<file path="config.mk">
export PLATFORM = sky130hd
export DESIGN_NAME = fexp_split
export DESIGN_NICKNAME = d
export VERILOG_FILES = /design/src/rtl/fexp_pkg.sv /design/src/rtl/fexp_split.sv
export SDC_FILE = /design/constraint.sdc
export NUM_CORES = 1
export LEC_CHECK = 0
export ABC_CLOCK_PERIOD_IN_PS = 7200
export BUFFER_PORTS_ARGS = -buffer_cell sky130_fd_sc_hd__buf_4
export CAP_MARGIN = 25
export CELL_PAD_IN_SITES_DETAIL_PLACEMENT = 0
export CELL_PAD_IN_SITES_GLOBAL_PLACEMENT = 1
export CORE_MARGIN = 4
export CORE_UTILIZATION = 40
export CTS_BUF_LIST = sky130_fd_sc_hd__clkbuf_2 sky130_fd_sc_hd__clkbuf_4 sky130_fd_sc_hd__clkbuf_8
export DETAILED_ROUTE_END_ITERATION = 12
export GPL_TIMING_DRIVEN = 0
export HOLD_SLACK_MARGIN = 0.12
export PLACE_DENSITY = 0.77
export SETUP_SLACK_MARGIN = 0.5
export SLEW_MARGIN = 20
export SYNTH_ARGS = -nofsm -noshare
export SYNTH_HDL_FRONTEND = slang
export SYNTH_SLANG_ARGS = --single-unit
export TNS_END_PERCENT = 1
</file>
<file path="constraint.sdc">
create_clock -name clock -period 7.2 [get_ports clock]
set_input_delay 1.44 -clock clock [delete_from_list [all_inputs] [get_ports clock]]
set_output_delay 1.44 -clock clock [all_outputs]
set_load 0.02 [all_outputs]
</file>
<file path="src/rtl/fexp_pkg.sv">
// Shared constants, lane record types and pipeline latency for the
// four-lane fixed-point exponential unit. No dependencies.
`default_nettype none

package fexp_pkg;

   localparam int LANES         = 4;
   localparam int ARG_FRAC_BITS = 24;

   localparam int Q_FRAC     = 30;
   localparam int MANT_BITS  = 23;
   localparam int EXP_BIAS   = 127;
   localparam int EXP_OFFSET = EXP_BIAS - Q_FRAC;
   localparam int POLY_STEPS = 4;

   // scaled argument, integer part and exponent widths
   localparam int T_W  = 33;
   localparam int N_W  = T_W + 1 - ARG_FRAC_BITS;
   localparam int E_W  = ((N_W > 9) ? N_W : 9) + 2;

   // split 1 + horner 2*steps + pack 3 + scale 1
   localparam int LATENCY = 1 + 1 + 2 * POLY_STEPS + 3;

   localparam logic signed [31:0] LOG2E_Q30 = 32'sd1549082005;
   localparam logic signed [63:0] HALF_Q30  = 64'sd536870912;
   localparam logic [31:0]        INF_BITS  = 32'h7F80_0000;

   localparam logic signed [31:0] POLY_COEF [POLY_STEPS+1] = '{
      32'sd14678383, 32'sd55560768, 32'sd259420703, 32'sd744074009, 32'sd1073745574
   };

   typedef struct packed {
      logic                  vld;
      logic signed [N_W-1:0] n;
      logic signed [31:0]    u;
   } frac_type;

   typedef struct packed {
      logic                  vld;
      logic signed [N_W-1:0] n;
      logic signed [31:0]    d;
   } poly_type;

endpackage

`default_nettype wire

</file>
<file path="src/rtl/fexp_split.sv">
// Argument scaling by log2(e) when mode is high, then split into integer part
// and Q2.30 fraction. Two register stages per lane. Depends on fexp_pkg.
`default_nettype none

module fexp_split (
   input  wire logic               clock,
   input  wire logic               reset,
   input  wire logic               vld,
   input  wire logic               mode,
   input  wire logic signed [31:0] x,
   output fexp_pkg::frac_type      frac
);
   import fexp_pkg::*;

   logic                  t_vld_ff, t_vld_in;
   logic signed [T_W-1:0] t_ff, t_in;
   logic signed [63:0]    prod;
   logic signed [63:0]    rnd;

   logic                          neg_adj;
   logic [ARG_FRAC_BITS-1:0]      frac_bits;
   logic signed [T_W-ARG_FRAC_BITS-1:0] n_floor;
   frac_type                      frac_ff, frac_in;

   // scale stage
   always_comb begin
      prod     = 64'(x) * 64'(LOG2E_Q30);
      rnd      = prod + HALF_Q30;
      t_vld_in = vld;
      if (mode) begin
         t_in = rnd[Q_FRAC+T_W-1:Q_FRAC];
      end else begin
         t_in = T_W'(x);
      end
   end

   always_ff @(posedge clock) begin
      if (reset) begin
         t_vld_ff <= 1'b0;
      end else begin
         t_vld_ff <= t_vld_in;
      end
   end

   always_ff @(posedge clock) begin
      t_ff <= t_in;
   end

   // split stage: truncate toward zero
   always_comb begin
      n_floor     = t_ff[T_W-1:ARG_FRAC_BITS];
      frac_bits   = t_ff[ARG_FRAC_BITS-1:0];
      neg_adj     = t_ff[T_W-1] && (frac_bits != '0);
      frac_in.vld = t_vld_ff;
      frac_in.n   = N_W'(n_floor) + N_W'({1'b0, neg_adj});
      frac_in.u   = 32'($signed({neg_adj, frac_bits})) <<< (Q_FRAC - ARG_FRAC_BITS);
   end

   always_ff @(posedge clock) begin
      if (reset) begin
         frac_ff.vld <= 1'b0;
      end else begin
         frac_ff.vld <= frac_in.vld;
      end
      frac_ff.n <= frac_in.n;
      frac_ff.u <= frac_in.u;
   end

   assign frac = frac_ff;

endmodule

`default_nettype wire

</file>
==> results.yml <==
status:
  status: "finished with violations"
  violations: "negative setup slack"
synth:
  synth-seq-area-share_pct: 7.07
  syn-cell-area_um2: 19800
  yosys.area.top_type_share_pct: 40.6
  ys_async_sr_fraction_pct: 0
  yosysTopAreaCell: "fa_1"
  synth_edf_count: 0
  syn_avg_cell_area_um2: 9.53
  synth_cell_types: 65
  synth_ff_type: "dfxtp_1"
  ys_warn_count: 0
  synthCells: 2081
  netlist_top_cells_area: "fa_1 (41%), ha_1 (23%), inv_1 (14%)"
  ys_ff_latch: 70
min_path:
  hold_depth: 0
  worstHoldStart: "t_ff[12]"
  hold_path_end: "frac[18]"
  hp-class: "flop to flop"
critical_path:
  arrival_ns: 7.82
  ff2ff_setup_slack_ns: 4.97
  crit_fanout: 8
  start_kind: "primary input"
  end_kind: "flop"
  r2r.worst_path.cells: 7
  required_ns: 7.47
  r2r_start: "t_ff[5]"
  worstSetupPathType: "primary input to flop"
  r2r_end: "frac[40]"
clock_network:
  clock_path_buffers: 2
  clkLatencyLatePin_ns: 0.34
  clock-root-buffer: "clkbuf_8"
  cts_made_buffers: 9
  cts_max_level: 3
  cts.clk_slew.worst_paths_ns: 0.07
  clock-sinks: 70
  cts_tree: "built"
route:
  drc: 0
  wl_per_cell_um: 19.2
  drt_first_iter_violations: 806
  vias: 14000
  drt_wl_total_mm: 55.5
  vias_per_cell: 4.85
  ant_nets: 0
  drt_first_pass_iters: 4
layout:
  regArea_um2: 1400
  final_nets: 3014
  fillCellCount: 4632
  multi_input_area_um2: 16200
  layout-drive-gt1-share_pct: 12.6
  syn2layout_area_growth_pct: 14.8
  utilization_pct: 46.5
sta:
  clock.fmax_mhz: 133
  worst_pin_slew_ns: 0.805
  finalHoldViolCount: 0
  slew_viol_final: 0
  min_period_over_period_pct: 105
  skew_ns: 0.00985
  finalSetupViolations: 29
  rsz0062_at_grt: "true"
  finalCriticalPeriod_ns: 7.55
  setup_ws_ns: -0.346
  max_slew_margin_pct: 46.3
floorplan:
  die_x_um: 231
  fp.coreArea_um2: 49000
  initial_utilization_pct: 40.5
  die_h_um: 231
  ios: 79
  die_area_um2: 53200
  rows: 81
grt:
  antenna_found_initial: 0
  grt_pass1_wl_mm: 87.7
  grt-ovfl-total: 0
  grt_max_degree: 34
  grt_util_all_layers_pct: 21.6
  grt_pass1_vias: 15700
placed_design:
  portBuffers: 72
  gp_congestion: 0.945
  hpwl_mm: 47.9
run:
  cap_viol_max_count: 0
-- Yosys cell counts (all sizes together) (2+ instances only) --
| cell type | count |
|---|---|
| and2 | 2 |
| o311ai | 2 |
| fa | 402 |
| o211ai | 7 |
| a21oi | 67 |
| or4 | 2 |
| nor3 | 14 |
| o2111ai | 3 |
| mux2i | 20 |
| a311oi | 2 |
| xor2 | 28 |
| o21a | 4 |
| a41oi | 2 |
| a31oi | 17 |
| buf | 12 |
| dfxtp | 70 |
| a221oi | 3 |
| a2111oi | 2 |
| nand2 | 73 |
| o21ai | 46 |
| nor2b | 4 |
| nor4 | 9 |
| and4 | 2 |
| mux2 | 3 |
| clkbuf | 8 |
| nand3 | 25 |
| nor3b | 3 |
| a31o | 2 |
| a211o | 2 |
| or2 | 2 |
| inv | 755 |
| nand4 | 8 |
| nand3b | 3 |
| xnor2 | 33 |
| or3 | 2 |
| nor2 | 38 |
| a21o | 19 |
| ha | 359 |
| nor4b | 2 |
| and3 | 6 |
| o21bai | 6 |
-- sequential cells by signal, summed over array words and instances (netlist names) --
register / flops
frac: 36
t_ff: 33
t_vld_ff: 1
-- critical path, stage by stage --
cell and delay, ns:
buf_12 0.09, clkinvlp_4 0.15, buf_6 0.17, fa_1 0.52, inv_1 0.06, ha_4 0.21
fa_1 0.48, inv_1 0.05, fa_1 0.48, inv_1 0.05, fa_1 0.50, fa_1 0.43
fa_1 0.49, inv_1 0.05, fa_1 0.54, inv_1 0.08, ha_4 0.26, buf_6 0.12
nand3_1 0.08, o211ai_1 0.24, o21a_1 0.19, o21bai_4 0.16, o2111ai_4 0.20, nand2_4 0.15
a31oi_4 0.11, or4_1 0.40, nand3b_1 0.09
-- cells by family after synthesis --
family                     after synthesis  share of synthesized area, %
muxes                                   23                          1.18
adders and majority gates              761                          63.2
xor gates and xnor gates                61                          2.69
buffers and inverters                  775                          14.8
DFF                                     70                          7.07
and+or+nand+nor                        197                          4.78
other                                    1                        0.0189
AOI/OAI and AO/OA                      193                          6.19
-- how the worst max path moves through the flow --
| stage | start | end | slack [ns] | cells past startpoint |
|---|---|---|---|---|
| after detailed placement | x[31] | t_ff[26] | -1.44 | 24 |
| final | x[5] | t_ff[26] | -0.35 | 27 |
| after global placement | x[31] | t_ff[26] | -1.38 | 24 |
| after CTS | x[5] | t_ff[26] | -0.33 | 26 |
| after global routing | x[11] | t_ff[29] | -0.48 | 25 |
| after floorplan | x[5] | t_ff[26] | 0.02 | 25 |
-- cells in the final DEF, fill, tap and decap left out, types with 7 or more instances in the layout --
master,n
o21ai_1,13
nand3_1,21
clkbuf_8,9
xnor2_1,33
nor2_1,38
ha_1,326
ha_4,19
nor4_1,7
dfxtp_1,70
fa_1,398
mux2i_1,20
nand4_1,7
nand2_1,68
a21oi_2,14
buf_4,104
ha_2,14
clkinvlp_4,18
a21o_1,19
a21oi_1,49
xor2_1,27
inv_1,731
buf_6,16
a31oi_1,11
o21ai_0,30
nor3_1,11
-- stage by stage --
step / area (um^2) / instances / worst slack [ns] / hold WS, ns / TNS, ns
final: 22800 / 2887 / -0.346 / 0.346 / -5.25
after global routing: 22800 / 2886 / -0.480 / 0.360 / -11.09
after CTS: 22500 / 2874 / -0.331 / 0.349 / -5.70
after detailed placement: 21300 / 2822 / -1.44 / 0.339 / -37.49
after global placement: 21300 / 2822 / -1.38 / 0.338 / -36.65
after floorplan: 19900 / 2086 / 0.0212 / 0.331 / 0
-- per-layer routing --
metal	share of wire (%)	global-route usage, %	vias up
li1	-	-	6512
met1	42	27.1	7087
met2	50	38.4	300
met3	3.4	2.16	107
met4	4.9	8.31	0
met5	0	0	-
-- final cells by class --
type	instances	share of cell area [%]
repair buffers	120	4.70
inverters	755	12.7
clock buffers	10	0.577
clock inverters	6	0.588
flip-flops and latches	70	6.15
diodes	1	0.0110
well taps	664	3.65
multi-input cells	1241	71.0
plain buffers	20	0.593
-- what timing repair did --
item / in CTS / in global routing
cloned: 0 / 0
gates resized for setup: 143 / 40
pin swaps: 41 / 25
hold buffers: 0 / 0
setup endpoints to repair: 33 / 33
setup buffers: 36 / 12
Power is not shown: default switching activity piles up to over one toggle a cycle in this logic, so the estimate is an artifact.
