==> config.mk <==
export PLATFORM = sky130hd
export DESIGN_NAME = fexp_pack
export DESIGN_NICKNAME = d
export VERILOG_FILES = /design/src/rtl/fexp_pkg.sv /design/src/rtl/fexp_pack.sv
export SDC_FILE = /design/constraint.sdc
export NUM_CORES = 1
export LEC_CHECK = 0
export ABC_AREA = 1
export BUFFER_PORTS_ARGS = -buffer_cell sky130_fd_sc_hd__buf_2
export CAP_MARGIN = 20
export CORE_UTILIZATION = 45
export CTS_BUF_LIST = sky130_fd_sc_hd__clkbuf_2
export DETAILED_ROUTE_END_ITERATION = 10
export GPL_ROUTABILITY_DRIVEN = 1
export SLEW_MARGIN = 30
export SYNTH_ARGS = -nofsm -noshare
export SYNTH_HDL_FRONTEND = slang
export SYNTH_SLANG_ARGS = --single-unit
export TNS_END_PERCENT = 100
==> constraint.sdc <==
create_clock -name clock -period 11.7 [get_ports clock]
set_clock_uncertainty 0.1 [all_clocks]
set_input_delay 1.17 -clock clock [delete_from_list [all_inputs] [get_ports clock]]
set_output_delay 1.17 -clock clock [all_outputs]
set_load 0.1 [all_outputs]
==> src/rtl/fexp_pkg.sv <==
// Shared constants, lane record types and pipeline latency for the
// four-lane fixed-point exponential unit. No dependencies.
`default_nettype none

package fexp_pkg;

   localparam int LANES         = 4;
   localparam int ARG_FRAC_BITS = 24;

   localparam int Q_FRAC     = 30;
   localparam int MANT_BITS  = 23;
   localparam int EXP_BIAS   = 127;
   localparam int EXP_OFFSET = EXP_BIAS - Q_FRAC;
   localparam int POLY_STEPS = 4;

   // scaled argument, integer part and exponent widths
   localparam int T_W  = 33;
   localparam int N_W  = T_W + 1 - ARG_FRAC_BITS;
   localparam int E_W  = ((N_W > 9) ? N_W : 9) + 2;

   // split 1 + horner 2*steps + pack 3 + scale 1
   localparam int LATENCY = 1 + 1 + 2 * POLY_STEPS + 3;

   localparam logic signed [31:0] LOG2E_Q30 = 32'sd1549082005;
   localparam logic signed [63:0] HALF_Q30  = 64'sd536870912;
   localparam logic [31:0]        INF_BITS  = 32'h7F80_0000;

   localparam logic signed [31:0] POLY_COEF [POLY_STEPS+1] = '{
      32'sd14678383, 32'sd55560768, 32'sd259420703, 32'sd744074009, 32'sd1073745574
   };

   typedef struct packed {
      logic                  vld;
      logic signed [N_W-1:0] n;
      logic signed [31:0]    u;
   } frac_type;

   typedef struct packed {
      logic                  vld;
      logic signed [N_W-1:0] n;
      logic signed [31:0]    d;
   } poly_type;

endpackage

`default_nettype wire

==> src/rtl/fexp_pack.sv <==
// Normalization, mantissa rounding, exponent assembly and saturation into an
// IEEE single bit pattern. Three register stages. Depends on fexp_pkg.
`default_nettype none

module fexp_pack (
   input  wire logic          clock,
   input  wire logic          reset,
   input  fexp_pkg::poly_type poly,
   output logic               vld,
   output logic [31:0]        y,
   output logic               flag
);
   import fexp_pkg::*;

   localparam logic signed [E_W-1:0] E_HIGH = E_W'(255);
   localparam logic signed [E_W-1:0] E_LOW  = E_W'(0);

   // stage 1: leading one
   logic                  l_vld_ff;
   logic signed [N_W-1:0] l_n_ff;
   logic [30:0]           l_d_ff, l_d_in;
   logic [4:0]            l_p_ff, l_p_in;

   // stage 2: round and exponent
   logic                  r_vld_ff;
   logic [MANT_BITS-1:0]  r_m_ff, r_m_in;
   logic signed [E_W-1:0] r_e_ff, r_e_in;
   logic [4:0]            sh;
   logic [31:0]           rnd;
   logic [MANT_BITS+1:0]  m_full;
   logic                  carry;

   // stage 3: saturate
   logic                  o_vld_ff;
   logic [31:0]           o_y_ff, o_y_in;
   logic                  o_flag_ff, o_flag_in;

   always_comb begin
      if (poly.d < 32'sd1) begin
         l_d_in = 31'd1;
      end else begin
         l_d_in = poly.d[30:0];
      end
      l_p_in = '0;
      for (int i = 0; i < 31; i++) begin
         if (l_d_in[i]) begin
            l_p_in = 5'(i);
         end
      end
   end

   always_comb begin
      sh     = '0;
      m_full = '0;
      carry  = 1'b0;
      if (l_p_ff > 5'(MANT_BITS)) begin
         sh     = l_p_ff - 5'(MANT_BITS);
         rnd    = {1'b0, l_d_ff} + (32'd1 << (sh - 5'd1));
         m_full = (MANT_BITS+2)'(rnd >> sh);
         carry  = m_full[MANT_BITS+1];
         if (carry) begin
            m_full = m_full >> 1;
         end
      end else begin
         rnd    = {1'b0, l_d_ff} << (5'(MANT_BITS) - l_p_ff);
         m_full = rnd[MANT_BITS+1:0];
      end
      r_m_in = m_full[MANT_BITS-1:0];
      r_e_in = E_W'(l_n_ff) + E_W'(l_p_ff) + E_W'(carry) + E_W'(EXP_OFFSET);
   end

   always_comb begin
      if (r_e_ff >= E_HIGH) begin
         o_y_in    = INF_BITS;
         o_flag_in = 1'b1;
      end else if (r_e_ff <= E_LOW) begin
         o_y_in    = '0;
         o_flag_in = 1'b1;
      end else begin
         o_y_in    = {1'b0, r_e_ff[7:0], r_m_ff};
         o_flag_in = 1'b0;
      end
   end

   always_ff @(posedge clock) begin
      if (reset) begin
         l_vld_ff <= 1'b0;
         r_vld_ff <= 1'b0;
         o_vld_ff <= 1'b0;
      end else begin
         l_vld_ff <= poly.vld;
         r_vld_ff <= l_vld_ff;
         o_vld_ff <= r_vld_ff;
      end
   end

   always_ff @(posedge clock) begin
      l_n_ff    <= poly.n;
      l_d_ff    <= l_d_in;
      l_p_ff    <= l_p_in;
      r_m_ff    <= r_m_in;
      r_e_ff    <= r_e_in;
      o_y_ff    <= o_y_in;
      o_flag_ff <= o_flag_in;
   end

   assign vld  = o_vld_ff;
   assign y    = o_y_ff;
   assign flag = o_flag_ff;

endmodule

`default_nettype wire

==> flow_summary_export.csv <==
group,metric,value,unit
outcome,status,"finished clean",
die,die_y,140,um
cells_and_area,layout_commonest_cell,"nand2_1",
worst_setup_path,cpMostUsedCell,"nand2_1",
clock_tree,cts_buffer_depth,2,
synthesis,synth_edf_count,0,
worst_setup_path,cp_max_fo,36,
die,io_pins,79,
worst_setup_path,cpMaxStageDelayCell,"dfxtp_1",
sta,setup_violations,0,
placed_design,dp_cells,1678,
worst_setup_path,cpPeakStageDelay,0.96,ns
power,ir_worst_vdd,0.0569,mV
synthesis,synth_area,8630,um2
worst_setup_path,cp_top_family,"simple AND/OR/NAND/NOR gates",
sta,hold_violations,0,
sta,finalCritPeriodShare,0.750,
die,die-area,19700,um2
die,initial_core_util,0.460,
routing,drt-initial-drc-count,706,
worst_setup_path,cp-start-kind,"flip-flop",
power,power.density,160,nW/um2
synthesis,avgSynthCellArea,6.08,um2
sta,drv_slew,0,
cells_and_area,areaGrowthSynthToFinish,8.67,%
sta,relSlewSlack,0.406,
clock_tree,cts-root-buf,"clkbuf_2",
worst_hold_path,hold_class,"reg -> reg",
clock_tree,clk_pin_slew,0.25,ns
worst_setup_path,cp.buffers_inverters,8,
synthesis,synth-seq-cells,116,
die,core_area,18800,um2
cells_and_area,fin_nets,1560,
clock_tree,post_cts_buffers,0,
worst_setup_path,reg2reg_slack,2.93,ns
placed_design,io_buffers,77,
clock_tree,cts_htree_levels,4,
sta,holdWs,0.298,ns
cells_and_area,final_core_util,0.500,
sta,final.setup.tns,0,ns
synthesis,synthArstFlopShare,0,
sta,fmax,114,MHz
synthesis,yosysWarnings,0,
routing,wl_met3,1040,um
clock_tree,cts_made_buffers,17,
worst_setup_path,cp.required,12.27,ns
flow_run,maxCapViolCount,0,
routing,drc,0,
grt,track_usage,0.272,
synthesis,synth_fp_nets,1516,
clock_tree,cts_tree,"done",
power,leakage,4.97,nW
clock_tree,insertion_delay,0.77,ns
grt,grt_max_degree,63,
placed_design,place_hpwl,21000,um
placed_design,gp_congestion,1.00,
synthesis,netlist_instances,1419,
clock_tree,postCtsHoldBufs,0,
routing,via_per_inst,5.18,
routing,dr_total_vias,8871,
routing,wl_per_cell,15.2,um
synthesis,yosysSeqAreaShare,0.269,
die,row_count,50,
clock_tree,ctsResizeCount,0,
sta,tightestPinTransition,0.888,ns
grt,antenna_found_initial,1,
sta,rsz0062_at_grt,"no",
routing,postRouteAntennaNets,0,
sta,min_period,8.77,ns
worst_setup_path,worstSetupEndpointType,"flip-flop",
grt,grt_overflow,0,
routing,drt-met1-wl,12200,um
worst_setup_path,critical_path_class,"reg -> reg",
cells_and_area,drive_above_1_share,0.0935,
routing,first_pass_iters,8,
grt,grt_pass1_wl,41500,um
grt,grt_pass1_vias,7947,
clock_tree,clock_sink_count,116,
die,die_x,140,um
synthesis,synth_flop_cell,"dfxtp_1",
worst_setup_path,arrival,9.34,ns
routing,met2_length,12100,um
routing,route.top_layer_used,"met4",
synthesis,synthDistinctLibCells,49,
cells_and_area,instances_no_fill,1711,
cells_and_area,layout_common_cells,"414 x nand2_1, 177 x inv_1, 152 x nor2_1, 136 x nand3_1, 115 x dfxtp_1",
routing,wl,26100,um
## logic make-up (layout without fill, tap and decap cells)
logic type,count (synthesis),after routing,share of synthesized area
compound gates,230,230,0.149
xor+xnor,36,36,0.0374
fa+ha+maj,52,52,0.0771
buf+inv,240,297,0.106
flops,116,116,0.269
mux,5,5,0.00580
other cells,1,2,0.000435
simple gates,739,739,0.355
## registers in the layout, summed over array words and instances (netlist names)
signal,cells
l_p_ff,5
flag,1
r_vld_ff,1
r_e_ff,12
l_n_ff,10
l_d_ff,31
y,31
l_vld_ff,1
vld,1
r_m_ff,23
## routing by layer
layer / vias up / global-route usage
li1: 4651 / -
met1: 3923 / 0.348
met2: 250 / 0.466
met3: 47 / 0.0379
met4: 0 / 0.0990
met5: - / 0
## tightest hold or removal path: cells and delay by family, from the launching register on
family / cells / cell delay [ns]
buffers and inverters: 1 / 0.04
DFF: 1 / 0.34
and+or+nand+nor: 1 / 0.03
## metrics by stage
step / total power, mW / setup slack [ns] / instance area [um2]
finish: 1.50 / 2.93 / 9380
global route: 1.61 / 2.04 / 9380
CTS: 1.50 / 2.76 / 9360
detailed placement: 1.22 / 2.79 / 9130
global placement: 1.22 / 2.92 / 9130
floorplan: 1.07 / 4.61 / 8630
## report_power, final
part | leakage [nW] | internal (mW) | switching (mW)
Sequential | 0.967 | 0.477 | 0.0343
Combinational | 3.87 | 0.186 | 0.524
Clock | 0.134 | 0.0826 | 0.193
## path summary, 6_finish.rpt
kind,from,endpoint,cells after the start
hold reg to reg,r_m_ff[12],y[12],2
setup reg to reg,l_p_ff[1],r_e_ff[8],52
setup / recovery,l_p_ff[1],r_e_ff[8],52
hold / removal,r_m_ff[12],y[12],2
## area by class of cell
| class | instances | area [um2] |
|---|---|---|
| Antenna cell | 1 | 2.50 |
| Clock buffer | 17 | 85.1 |
| Clock inverter | 15 | 145 |
| Fill cell | 2036 | 9390 |
| Inverter | 182 | 683 |
| Multi-Input combinational cell | 1063 | 5410 |
| Sequential cell | 116 | 2320 |
| Tap cell | 234 | 293 |
| Timing Repair Buffer | 83 | 430 |
## synthesized netlist by cell type, types with 2 or more instances
cell type  number  area, um2
a21boi_0        3       22.5
a21boi_1        3       22.5
a21oi_1        56        280
a221oi_1        2       17.5
a22oi_1         6       45.0
a31oi_1        11       68.8
buf_1          10       37.5
buf_2           2       10.0
buf_4           2       15.0
clkbuf_1       43        161
dfxtp_1       116       2320
fa_1            2       40.0
ha_1           50        626
inv_1         177        664
inv_2           4       15.0
mux2i_1         5       50.1
nand2_1       414       1550
nand2_2         2       12.5
nand3_1       136        681
nand3b_1        5       37.5
nand4_1        12       75.1
nor2_1        152        571
nor4_1          5       31.3
o211ai_1       12       90.1
o21a_1          2       15.0
o21ai_0       113        566
o21ai_1         3       15.0
o21bai_1        2       15.0
o22ai_1         5       31.3
o31ai_1         6       45.0
or2_2           7       43.8
xnor2_1        16        140
xor2_1         19        166
(Power assumes the default switching activity.)
